==> config.mk <==
export PLATFORM = sky130hd
export DESIGN_NAME = npcs_dist
export DESIGN_NICKNAME = d
export VERILOG_FILES = /design/src/rtl/npcs_pkg.sv /design/src/rtl/npcs_dist.sv
export SDC_FILE = /design/constraint.sdc
export NUM_CORES = 1
export LEC_CHECK = 0
export ABC_AREA = 0
export ABC_CLOCK_PERIOD_IN_PS = 10400
export BUFFER_PORTS_ARGS = -buffer_cell sky130_fd_sc_hd__buf_2
export CORE_MARGIN = 10
export CORE_UTILIZATION = 45
export DETAILED_ROUTE_END_ITERATION = 10
export SETUP_SLACK_MARGIN = 0.02
export SLEW_MARGIN = 20
export SYNTH_ARGS = -nofsm -noshare
export SYNTH_HDL_FRONTEND = slang
export SYNTH_SLANG_ARGS = --single-unit
export TNS_END_PERCENT = 1
==> constraint.sdc <==
create_clock -name clk -period 10.4 [get_ports clk]
set_clock_uncertainty 0.2 [all_clocks]
set_input_delay 2.08 -clock clk [delete_from_list [all_inputs] [get_ports clk]]
set_output_delay 2.08 -clock clk [all_outputs]
set_load 0.05 [all_outputs]
==> src/rtl/npcs_pkg.sv <==
package npcs_pkg;

  // palette storage
  localparam int PALETTE_DEPTH = 256;
  localparam int ADDR_W        = (PALETTE_DEPTH > 1) ? $clog2(PALETTE_DEPTH) : 1;

  // field widths
  localparam int CH_W  = 8;
  localparam int IDX_W = 8;
  localparam int CNT_W = 9;

  // largest sum of three squared channel differences
  localparam int SUM_MAX = 3 * ((2 ** CH_W) - 1) * ((2 ** CH_W) - 1);
  localparam int SUM_W   = $clog2(SUM_MAX + 1);

  // scan never goes past the depth or past what best_index can name
  localparam int SCAN_MAX = (PALETTE_DEPTH < (2 ** IDX_W)) ? PALETTE_DEPTH : (2 ** IDX_W);

  // configuration port
  localparam int CFG_IDX_W  = 8;
  localparam int CFG_DATA_W = 9;

  localparam logic [CFG_IDX_W-1:0] REG_PALETTE_COUNT = CFG_IDX_W'(0);
  localparam logic [CFG_IDX_W-1:0] REG_PEN_LIMIT     = CFG_IDX_W'(1);

  localparam logic [CNT_W-1:0] PALETTE_COUNT_RESET = CNT_W'(0);
  localparam logic [CNT_W-1:0] PEN_LIMIT_RESET     = CNT_W'(256);

  // request modes
  localparam logic MODE_WRITE = 1'b0;
  localparam logic MODE_QUERY = 1'b1;

  typedef struct packed {
    logic [CH_W-1:0] red;
    logic [CH_W-1:0] green;
    logic [CH_W-1:0] blue;
  } rgb_t;

  // tag that follows an entry down the scan pipeline
  typedef struct packed {
    logic             vld;
    logic [IDX_W-1:0] idx;
  } tag_t;

endpackage

==> src/rtl/npcs_dist.sv <==
// squared euclidean distance unit, one entry per cycle, registered result
module npcs_dist (
  input  logic                       clk,
  input  logic                       rst,
  input  npcs_pkg::rgb_t             query,
  input  npcs_pkg::rgb_t             entry,
  input  npcs_pkg::tag_t             tag_in,
  output npcs_pkg::tag_t             tag_out,
  output logic [npcs_pkg::SUM_W-1:0] sum
);

  logic [npcs_pkg::CH_W-1:0]   d_r, d_g, d_b;
  logic [2*npcs_pkg::CH_W-1:0] sq_r, sq_g, sq_b;
  logic [npcs_pkg::SUM_W-1:0]  sum_next;

  // absolute channel differences
  assign d_r = (query.red   > entry.red)   ? query.red   - entry.red   : entry.red   - query.red;
  assign d_g = (query.green > entry.green) ? query.green - entry.green : entry.green - query.green;
  assign d_b = (query.blue  > entry.blue)  ? query.blue  - entry.blue  : entry.blue  - query.blue;

  // squares and their sum
  assign sq_r = (2*npcs_pkg::CH_W)'(d_r) * (2*npcs_pkg::CH_W)'(d_r);
  assign sq_g = (2*npcs_pkg::CH_W)'(d_g) * (2*npcs_pkg::CH_W)'(d_g);
  assign sq_b = (2*npcs_pkg::CH_W)'(d_b) * (2*npcs_pkg::CH_W)'(d_b);
  assign sum_next = npcs_pkg::SUM_W'(sq_r) + npcs_pkg::SUM_W'(sq_g)
                  + npcs_pkg::SUM_W'(sq_b);

  // valid flag and payload
  always_ff @(posedge clk) begin
    tag_out.idx <= tag_in.idx;
    sum         <= sum_next;
    if (rst) begin
      tag_out.vld <= 1'b0;
    end else begin
      tag_out.vld <= tag_in.vld;
    end
  end

endmodule

# == Word level (Yosys, flattened, before mapping) ==
# Cells that the tools add are included.
# word_totals
register_bits,27
input_bits,59
out_inout_bits,27
word_cells,20
# op_classes
addsub,8
multipliers,3
magnitude_cmp,3
mux,3
# op_table
cell,n
$mul 8x8->16,3
$sub 8x8->8,6
$gt 8x8->1,3
$mux 8,3
$add 17x16->18,1
$add 16x16->17,1

# == Longest topological paths before layout ==
# Gate-level depths: netlist of the first run.
# logic_depth
ltp_word,5
ltp_mapped,32
depth_no_buf,31

# == Least setup slack after synthesis of the first run ==
# No wires, ideal clock.
# synth_path
kind,input port to flip-flop
startpoint,input query[16] (netlist name)
endpoint,register sum[16] (netlist name)
arrival_time_ps,9541
t_required_ps,10128
slack_ps,587
cell_stages,31
n_path_buf,1
path_cell_list,inv_1 -> ha_1 -> inv_1 -> fa_1 -> a21o_1 -> a21oi_1 -> o21ai_0 -> nand2_1 -> mux2i_1 -> xor2_1 -> clkbuf_1 -> or2_2 -> fa_1 -> inv_1 -> fa_1 -> inv_1 -> fa_1 -> fa_1 -> inv_1 -> fa_1 -> inv_1 -> fa_1 -> fa_1 -> inv_1 -> ha_1 -> nand2_1 -> o21ai_0 -> o41ai_1 -> o21ai_0 -> a221oi_1 -> xnor2_1
# synth_between
elab_chain_cells,5
# synth_rtl
item,line_no,rtl
from (decl),npcs_dist.sv:5,"input npcs_pkg::rgb_t query,"
$sub 8x8->8 / $gt 8x8->1 (equally long branches),npcs_dist.sv:17,assign d_r = (query.red > entry.red) ? query.red - entry.red : entry.red - query.red;
$mux 8 (*),npcs_dist.sv:17,
$mul 8x8->16 (*),npcs_dist.sv:22,assign sq_r = (2*npcs_pkg::CH_W)'(d_r) * (2*npcs_pkg::CH_W)'(d_r);
$add 16x16->17 (*),npcs_dist.sv:25,assign sum_next = npcs_pkg::SUM_W'(sq_r) + npcs_pkg::SUM_W'(sq_g)
$add 17x16->18 (*),npcs_dist.sv:26,+ npcs_pkg::SUM_W'(sq_b);
named net sum_next (one bit),npcs_dist.sv:14,logic [npcs_pkg::SUM_W-1:0] sum_next;
to (signal assigned),npcs_dist.sv:31,sum <= sum_next;
to (decl),npcs_dist.sv:9,output logic [npcs_pkg::SUM_W-1:0] sum
# Mark *: on every way through the listed nets, which the timed path passes. The rest lies on a longest branch.
# A chain may end at the register's enable or synchronous reset.

# == Final worst setup path of the first run ==
# layout_path
startpoint,input entry[0] (netlist name)
endpoint,register sum[15] (netlist name)
# layout_between
elab_chain_cells,4
# layout_rtl
item,line_no,rtl
from (decl),npcs_dist.sv:6,"input npcs_pkg::rgb_t entry,"
$sub 8x8->8 / $gt 8x8->1 (equally long branches),npcs_dist.sv:19,assign d_b = (query.blue > entry.blue) ? query.blue - entry.blue : entry.blue - query.blue;
$mux 8 (*),npcs_dist.sv:19,
$mul 8x8->16 (*),npcs_dist.sv:24,assign sq_b = (2*npcs_pkg::CH_W)'(d_b) * (2*npcs_pkg::CH_W)'(d_b);
$add 17x16->18 (*),npcs_dist.sv:26,
named net sum_next (one bit),npcs_dist.sv:14,
# Marks and branches as above.

==> results of run 1 <==
## layout by cell type (no fill, tap or decap), drive strengths merged, types with 2 or more instances in the layout
| cell | n |
|---|---|
| a211oi | 4 |
| a21boi | 2 |
| a21o | 13 |
| a21oi | 43 |
| a221oi | 2 |
| a31oi | 5 |
| and2 | 3 |
| and3 | 5 |
| buf | 114 |
| clkbuf | 3 |
| dfxtp | 27 |
| fa | 139 |
| ha | 124 |
| inv | 248 |
| mux2i | 18 |
| nand2 | 20 |
| nand2b | 19 |
| nand3 | 9 |
| nand3b | 3 |
| nand4 | 3 |
| nor2 | 81 |
| nor2b | 11 |
| nor3 | 4 |
| o211ai | 2 |
| o21ai | 17 |
| o21bai | 5 |
| or2 | 16 |
| xnor2 | 21 |
| xor2 | 14 |
## sequential cells by signal, summed over array words and instances (netlist names)
name / cells
tag_out: 9
sum: 18
## stage by stage
step | util | worst slack (ns)
2_1_floorplan | - | 0.587
3_3_place_gp | 0.507 | 0.167
3_5_place_dp | 0.507 | 0.0594
4_1_cts | 0.512 | 0.335
5_1_grt | 0.514 | 0.0486
6_report | 0.514 | 0.597
## worst max-delay path: cells and delay by family
| family | cells | cell delay (ns) |
|---|---|---|
| fa+ha+maj | 10 | 4.37 |
| compound gates | 9 | 2.09 |
| buf+inv | 8 | 0.76 |
| xor+xnor | 2 | 0.30 |
| simple gates | 1 | 0.21 |
## worst max-delay path by stage
stage	startpoint	cells past startpoint	slack, ns	end
2_1_floorplan	query[16]	31	0.59	sum[16]
3_3_place_gp	query[16]	30	0.17	sum[16]
3_5_place_dp	query[16]	31	0.06	sum[16]
4_1_cts	query[16]	31	0.33	sum[16]
5_1_grt	entry[0]	30	0.05	sum[15]
6_report	entry[0]	30	0.60	sum[15]
## cells by family after synthesis
| group | after synthesis | share of synthesized area |
|---|---|---|
| compound gates | 105 | 0.0864 |
| xor+xnor | 35 | 0.0386 |
| fa+ha+maj | 263 | 0.545 |
| buf+inv | 266 | 0.127 |
| flops | 27 | 0.0680 |
| mux | 19 | 0.0241 |
| simple gates | 180 | 0.111 |
## per-layer routing
layer | GRT usage | routed length [um] | part of all wire
met5 | 0 | 0 | 0
met1 | 0.181 | 7010 | 0.43
met4 | 0.0159 | 69 | 0.0042
met3 | 0.0188 | 622 | 0.038
met2 | 0.264 | 8530 | 0.53
## repair_timing
item | CTS | global route
hold endpoints to repair | 0 | 0
setup buffers | 0 | 3
gates resized for setup | 0 | 4
endpoints found under the setup margin | 0 | 2
hold buffers | 0 | 0
## cell type report
| class | count | area (um2) | area share |
|---|---|---|---|
| multi-input cells | 602 | 6420 | 0.721 |
| clock buffers | 3 | 75.1 | 0.00844 |
| inverters | 248 | 931 | 0.105 |
| flip-flops and latches | 27 | 541 | 0.0608 |
| repair buffers | 114 | 643 | 0.0723 |
| well taps | 225 | 282 | 0.0317 |
| clock inverters | 1 | 7.51 | 0.000844 |
==> run_results.csv, run 1 <==
group,metric,value,unit
detailed_routing,remaining_drc_errors,0,
sta,period_needed,9.80,ns
placement,portBuffers,85,
floorplanning,dieArea,23400,um2
placement,dp_hpwl,14800,um
synth,netlist_area,7950,um2
detailed_routing,via_per_inst,4.83,
detailed_routing,drt_iter0_markers,215,
min_path,hold_path_class,"primary input to flip-flop",
cells_and_area,drive_gt1_frac,0.149,
synth,seq_area_frac_synth,0.0680,
critical_path,slowest_stage,"o22ai_1",
critical_path,start_kind,"primary input",
critical_path,critical_path_class,"primary input to flip-flop",
clock_tree,clockBufferDepth,2,
grt,grt_pass1_wl,28800,um
synth,synth_area_leaders,"fa_1 35%, ha_1 20%, inv_1 12%",
sta,fin_crit_sh,0.943,
cells_and_area,layout.cells.non_filler,1220,
detailed_routing,firstDrtPassIters,5,
sta,rsz0062_at_grt,"no",
sta,holdWs,1.70,ns
floorplanning,die_w,153,um
floorplanning,die_h,153,um
synth,synth_area_leader_cell,"fa_1",
synth,async_flop_share,0,
synth,syn_area_per_cell,8.88,um2
floorplanning,start_util,0.459,
sta,max_freq,102,MHz
sta,setup_viol_count_final,0,
synth,synth_most_common_cell,"inv_1",
grt,antenna_found_initial,0,
cells_and_area,num_antenna_cells,0,
detailed_routing,num_vias,5898,
synth,ys_top_cells_by_count,"247 x inv_1, 139 x fa_1, 124 x ha_1",
critical_path,arrival,9.81,ns
grt,grt_pass1_vias,6231,
clock_tree,clock-root-buffer,"clkbuf_16",
status,status,"completed",
clock_tree,cts_max_level,1,
synth,synth_edf_count,0,
flow_run,drv_cap,0,
min_path,hold_start,"tag_in[1]",
synth,synthFlopType,"dfxtp_1",
grt,grt_max_degree,17,
floorplanning,row_count,48,
clock_tree,clk_pin_slew,0.07,ns
placement,place_area,8770,um2
synth,yosysUniqueCellTypes,54,
floorplanning,top_level_ports,86,
detailed_routing,wl_per_cell,13.3,um
detailed_routing,drt_wl_total,16200,um
synth,syn_inst,895,
synth,synth_top_area_frac,0.350,
synth,yosysWarnings,0,
critical_path,crit_fanout,8,
critical_path,cp_data_required_time,10.41,ns
clock_tree,cts_tree,"built",
sta,fin_setup_tns,0,ns
sta,hold_violations,0,
cells_and_area,fillCellCount,1704,
placement,dp_cells,1213,
critical_path,crit_path_end_kind,"flip-flop",
clock_tree,cts_buffers,3,
synth,synth_seq_cells,27,
critical_path,critical-path-max-stage-delay,0.60,ns
clock_tree,cts.sinks,27,
min_path,min_path_cells,1,
sta,worst_slew_pin_slew,0.821,ns
detailed_routing,antenna_left,0,
floorplanning,core_area,17300,um2
cells_and_area,synthToLayoutAreaGrowth,11.9,%
sta,relSlewSlack,0.449,
synth,syn_nets,1217,
cells_and_area,nets,1318,
grt,grt.total_usage,0.144,
sta,finalMaxSlewViolations,0,
grt,grt-ovfl-total,0,
placement,place_congestion,0.841,
cells_and_area,fin_area,8890,um2
critical_path,critPathMostFrequentCell,"fa_1",
min_path,whs_endpoint,"tag_out[1]",
Power of run 1 is not shown: default switching activity piles up to over one toggle a cycle in this logic, so the estimate is an artifact.
==> run 2, diff against run 1 <==
CORE_ASPECT_RATIO = 1.25   (was default)
==> run 2 against run 1 <==
  * Clock-buffer cell count stayed put
  * Cell count is 0.25% lower
  * Fmax is 1.4% lower
  * Flip-flop and latch count stayed put
  * Die area is 0.14% higher
  * Setup slack worse by 0.14 ns
  * Routed wire length hardly changed
  * Critical path depth is 2 higher
  * Worst hold slack better by 0.0012 ns
  * Via count is 1.9% lower
  * Non-clock buffer count is 2 lower
  * Final area is 0.13% lower
  * Critical endpoint unchanged
==> run_results.csv, run 2 (synthesis gave the netlist of run 1 again) <==
group,metric,value,unit
status,status,"completed",
placement,portBuffers,85,
clock_tree,clockBufferDepth,2,
grt,grt_max_degree,16,
floorplanning,top_level_ports,86,
sta,worst_slew_pin_slew,0.860,ns
cells_and_area,final_cell_mix,"247 x inv_1, 139 x fa_1, 124 x ha_1, 85 x buf_2, 81 x nor2_1",
cells_and_area,synthToLayoutAreaGrowth,11.8,%
critical_path,critical-path-max-stage-delay,0.58,ns
floorplanning,die_w,139,um
grt,antenna_found_initial,0,
floorplanning,core_area,17400,um2
floorplanning,row_count,54,
grt,grt_pass1_wl,29000,um
placement,dp_hpwl,15000,um
cells_and_area,fillCellCount,1718,
clock_tree,clk_pin_slew,0.07,ns
cells_and_area,num_antenna_cells,0,
floorplanning,dieArea,23400,um2
detailed_routing,firstDrtPassIters,4,
clock_tree,cts_max_level,1,
cells_and_area,nets,1316,
critical_path,critical_path_class,"primary input to flip-flop",
sta,fin_setup_tns,0,ns
cells_and_area,final_common_cell,"inv_1",
sta,max_freq,101,MHz
placement,place_congestion,0.828,
sta,rsz0062_at_grt,"yes",
detailed_routing,drt_iter0_markers,133,
critical_path,crit_path_end_kind,"flip-flop",
detailed_routing,remaining_drc_errors,0,
cells_and_area,largest_reg_flops,18,
cells_and_area,largest_register,"sum",
critical_path,critPathMostFrequentCell,"fa_1",
critical_path,arrival,9.90,ns
flow_run,drv_cap,0,
sta,period_needed,9.94,ns
clock_tree,clock-root-buffer,"clkbuf_16",
critical_path,slowest_stage,"fa_1",
cells_and_area,largest_registers,"sum (18), tag_out (9)",
sta,hold_violations,0,
floorplanning,start_util,0.456,
critical_path,crit_fanout,10,
sta,setup_viol_count_final,0,
min_path,hold_path_class,"primary input to flip-flop",
critical_path,cp_data_required_time,10.35,ns
clock_tree,hold_buffers,0,
detailed_routing,drt_wl_total,16300,um
detailed_routing,num_vias,5785,
floorplanning,die_h,169,um
clock_tree,cts.sinks,27,
clock_tree,cts_tree,"built",
sta,finalMaxSlewViolations,0,
clock_tree,cts_buffers,3,
sta,fin_crit_sh,0.956,
detailed_routing,via_per_inst,4.75,
detailed_routing,wl_per_cell,13.4,um
grt,grt.total_usage,0.143,
critical_path,start_kind,"primary input",
cells_and_area,drive_gt1_frac,0.148,
sta,relSlewSlack,0.423,
detailed_routing,antenna_left,0,
grt,grt_pass1_vias,6367,
grt,grt-ovfl-total,0,
==> run 2: cell types whose count changed in the layout (fill, tap and decap cells not counted), sizes merged <==
cell	previous run	this run
buf	114	112
clkinv	0	1
clkinvlp	1	0
==> run 2: final cells by class <==
class,instances,area [um2],area share
sequential,27,541,0.0608
inverter,248,931,0.105
clock inverter,1,5.00,0.000563
multi-input combinational,602,6420,0.723
tap,224,280,0.0315
clock buffer,3,75.1,0.00845
timing repair buffer,112,628,0.0707
==> run 2: final timing paths <==
kind / slack [ns] / cells past startpoint / start / endpoint
worst max-delay path: 0.46 / 32 / query[0] / sum[15]
worst min-delay path: 1.70 / 1 / tag_in[7] / tag_out[7]
==> run 2: metrics by stage <==
stage	cell area, um2	instances	worst slack, ns	hold slack, ns	utilization
2_1_floorplan	7950	895	0.587	1.91	-
3_3_place_gp	8760	1210	0.137	1.98	0.502
3_5_place_dp	8760	1210	0.0902	1.98	0.502
4_1_cts	8840	1214	0.337	1.70	0.507
5_1_grt	8880	1217	0.00866	1.70	0.510
6_report	8880	1217	0.457	1.70	0.510
==> run 2: worst max-delay path: cells and delay by family <==
family	cells	cell delay, ns
multiplexers	1	0.17
AND/OR/NAND/NOR	1	0.35
AO/OA/AOI/OAI	9	1.65
buffers and inverters	9	0.88
adder cells (fa/ha/maj)	10	4.49
XOR/XNOR	2	0.27
==> run 2: routing by layer <==
layer,share of wire,GRT usage,vias to the layer above
met2,0.51,0.267,82
met3,0.027,0.0101,7
met1,0.45,0.175,2781
li1,-,-,2915
met5,0,0,-
met4,0.0094,0.0295,0
==> run 2: repair_timing <==
item	CTS	global route
setup endpoints to repair	0	5
resized for setup	0	4
buffers inserted	0	3
Power of run 2 is left out for the same reason.
==> run 3, diff against run 2 <==
CORE_UTILIZATION = 55   (was 45)
PLACE_DENSITY = 0.75   (was default)
==> run 3 against run 2 <==
  * Setup slack better by 0.074 ns
  * Critical path type unchanged
  * Critical endpoint unchanged
  * Utilization rose by 11 points
  * First-iteration DRC count is 38% higher
  * Worst hold slack better by 0.0013 ns
  * Clock-buffer cell count rose by 1
  * Via count grew 2.9%
==> run_results.csv, run 3 (synthesis gave the netlist of run 1 again) <==
group,metric,value,unit
cells_and_area,nets,1314,
clock_tree,cts_buffers,3,
grt,grt.total_usage,0.169,
cells_and_area,synthToLayoutAreaGrowth,10.9,%
detailed_routing,wl_per_cell,13.8,um
detailed_routing,via_per_inst,5.09,
clock_tree,clock-root-buffer,"clkbuf_16",
placement,portBuffers,85,
cells_and_area,largest_register,"sum",
sta,hold_violations,0,
critical_path,critical_path_class,"primary input to flip-flop",
floorplanning,top_level_ports,86,
floorplanning,die_w,128,um
cells_and_area,drive_gt1_frac,0.146,
sta,setup_viol_count_final,0,
grt,grt_pass1_vias,6412,
floorplanning,start_util,0.556,
grt,grt_max_degree,15,
placement,pre_cts_ws,-0.0761,ns
clock_tree,cts_tree,"built",
cells_and_area,largest_registers,"sum (18), tag_out (9)",
detailed_routing,remaining_drc_errors,0,
grt,grt-ovfl-total,0,
clock_tree,clk_pin_slew,0.07,ns
clock_tree,clockBufferDepth,2,
floorplanning,die_h,154,um
detailed_routing,drt_iter0_markers,183,
floorplanning,row_count,49,
cells_and_area,final_cell_mix,"247 x inv_1, 139 x fa_1, 124 x ha_1, 85 x buf_2, 81 x nor2_1",
cells_and_area,num_antenna_cells,0,
status,status,"completed",
sta,relSlewSlack,0.456,
critical_path,critPathMostFrequentCell,"fa_1",
cells_and_area,largest_reg_flops,18,
flow_run,drv_cap,0,
placement,dp_hpwl,14600,um
grt,grt_pass1_wl,28400,um
critical_path,critical-path-max-stage-delay,0.64,ns
sta,period_needed,9.87,ns
grt,antenna_found_initial,0,
floorplanning,core_area,14300,um2
clock_tree,hold_buffers,0,
sta,worst_slew_pin_slew,0.817,ns
placement,place_congestion,0.862,
cells_and_area,final_common_cell,"inv_1",
detailed_routing,antenna_left,0,
critical_path,crit_path_end_kind,"flip-flop",
floorplanning,dieArea,19700,um2
min_path,hold_path_class,"primary input to flip-flop",
critical_path,arrival,9.82,ns
clock_tree,cts_max_level,1,
detailed_routing,num_vias,5952,
critical_path,crit_fanout,8,
sta,rsz0062_at_grt,"no",
sta,max_freq,101,MHz
detailed_routing,firstDrtPassIters,5,
sta,fin_crit_sh,0.949,
critical_path,slowest_stage,"o22ai_1",
sta,finalWorstSetupSlack,0.532,ns
sta,finalMaxSlewViolations,0,
clock_tree,cts.sinks,27,
detailed_routing,drt_wl_total,16100,um
critical_path,cp_data_required_time,10.36,ns
critical_path,start_kind,"primary input",
==> run 3: layout make-up <==
cell class | count | area (um2)
inverters | 248 | 931
fillers | 1239 | 5470
clock buffers | 4 | 78.8
repair buffers | 110 | 613
multi-input cells | 602 | 6430
well taps | 178 | 223
flip-flops and latches | 27 | 541
==> run 3: path summary, 6_finish.rpt <==
path / start / to / cells past startpoint
setup / recovery: query[0] / sum[15] / 30
hold / removal: tag_in[3] / tag_out[3] / 1
==> run 3: per-stage QoR <==
step	TNS [ns]	utilization	cell area [um2]	cells	hold WS (ns)
global route	0	0.617	8810	1169	1.70
CTS	0	0.613	8760	1166	1.70
floorplan	0	-	7950	895	1.91
detailed placement	-0.0761	0.608	8680	1162	1.98
finish	0	0.617	8810	1169	1.71
global placement	0	0.608	8680	1162	1.98
==> run 3: per-layer routing <==
metal,up-vias,GRT usage,wire length (um)
met5,-,0,0
met3,30,0.0164,547
met4,0,0.0549,400
met1,2883,0.203,6700
met2,121,0.306,8440
li1,2918,-,-
==> run 3: worst max-delay path, delay by kind of cell <==
kind            cells  cell delay (ns)
fa+ha+maj          10             4.36
compound gates      9             2.16
buf+inv             8             0.76
simple gates        1             0.21
xor+xnor            1             0.14
mux                 1             0.11
==> run 3: what timing repair did <==
item / CTS / global route
buffers inserted: 0 / 3
resized for setup: 0 / 6
setup endpoints to repair: 0 / 4
endpoints found under the hold margin: 0 / 0
Power of run 3 is left out for the same reason.
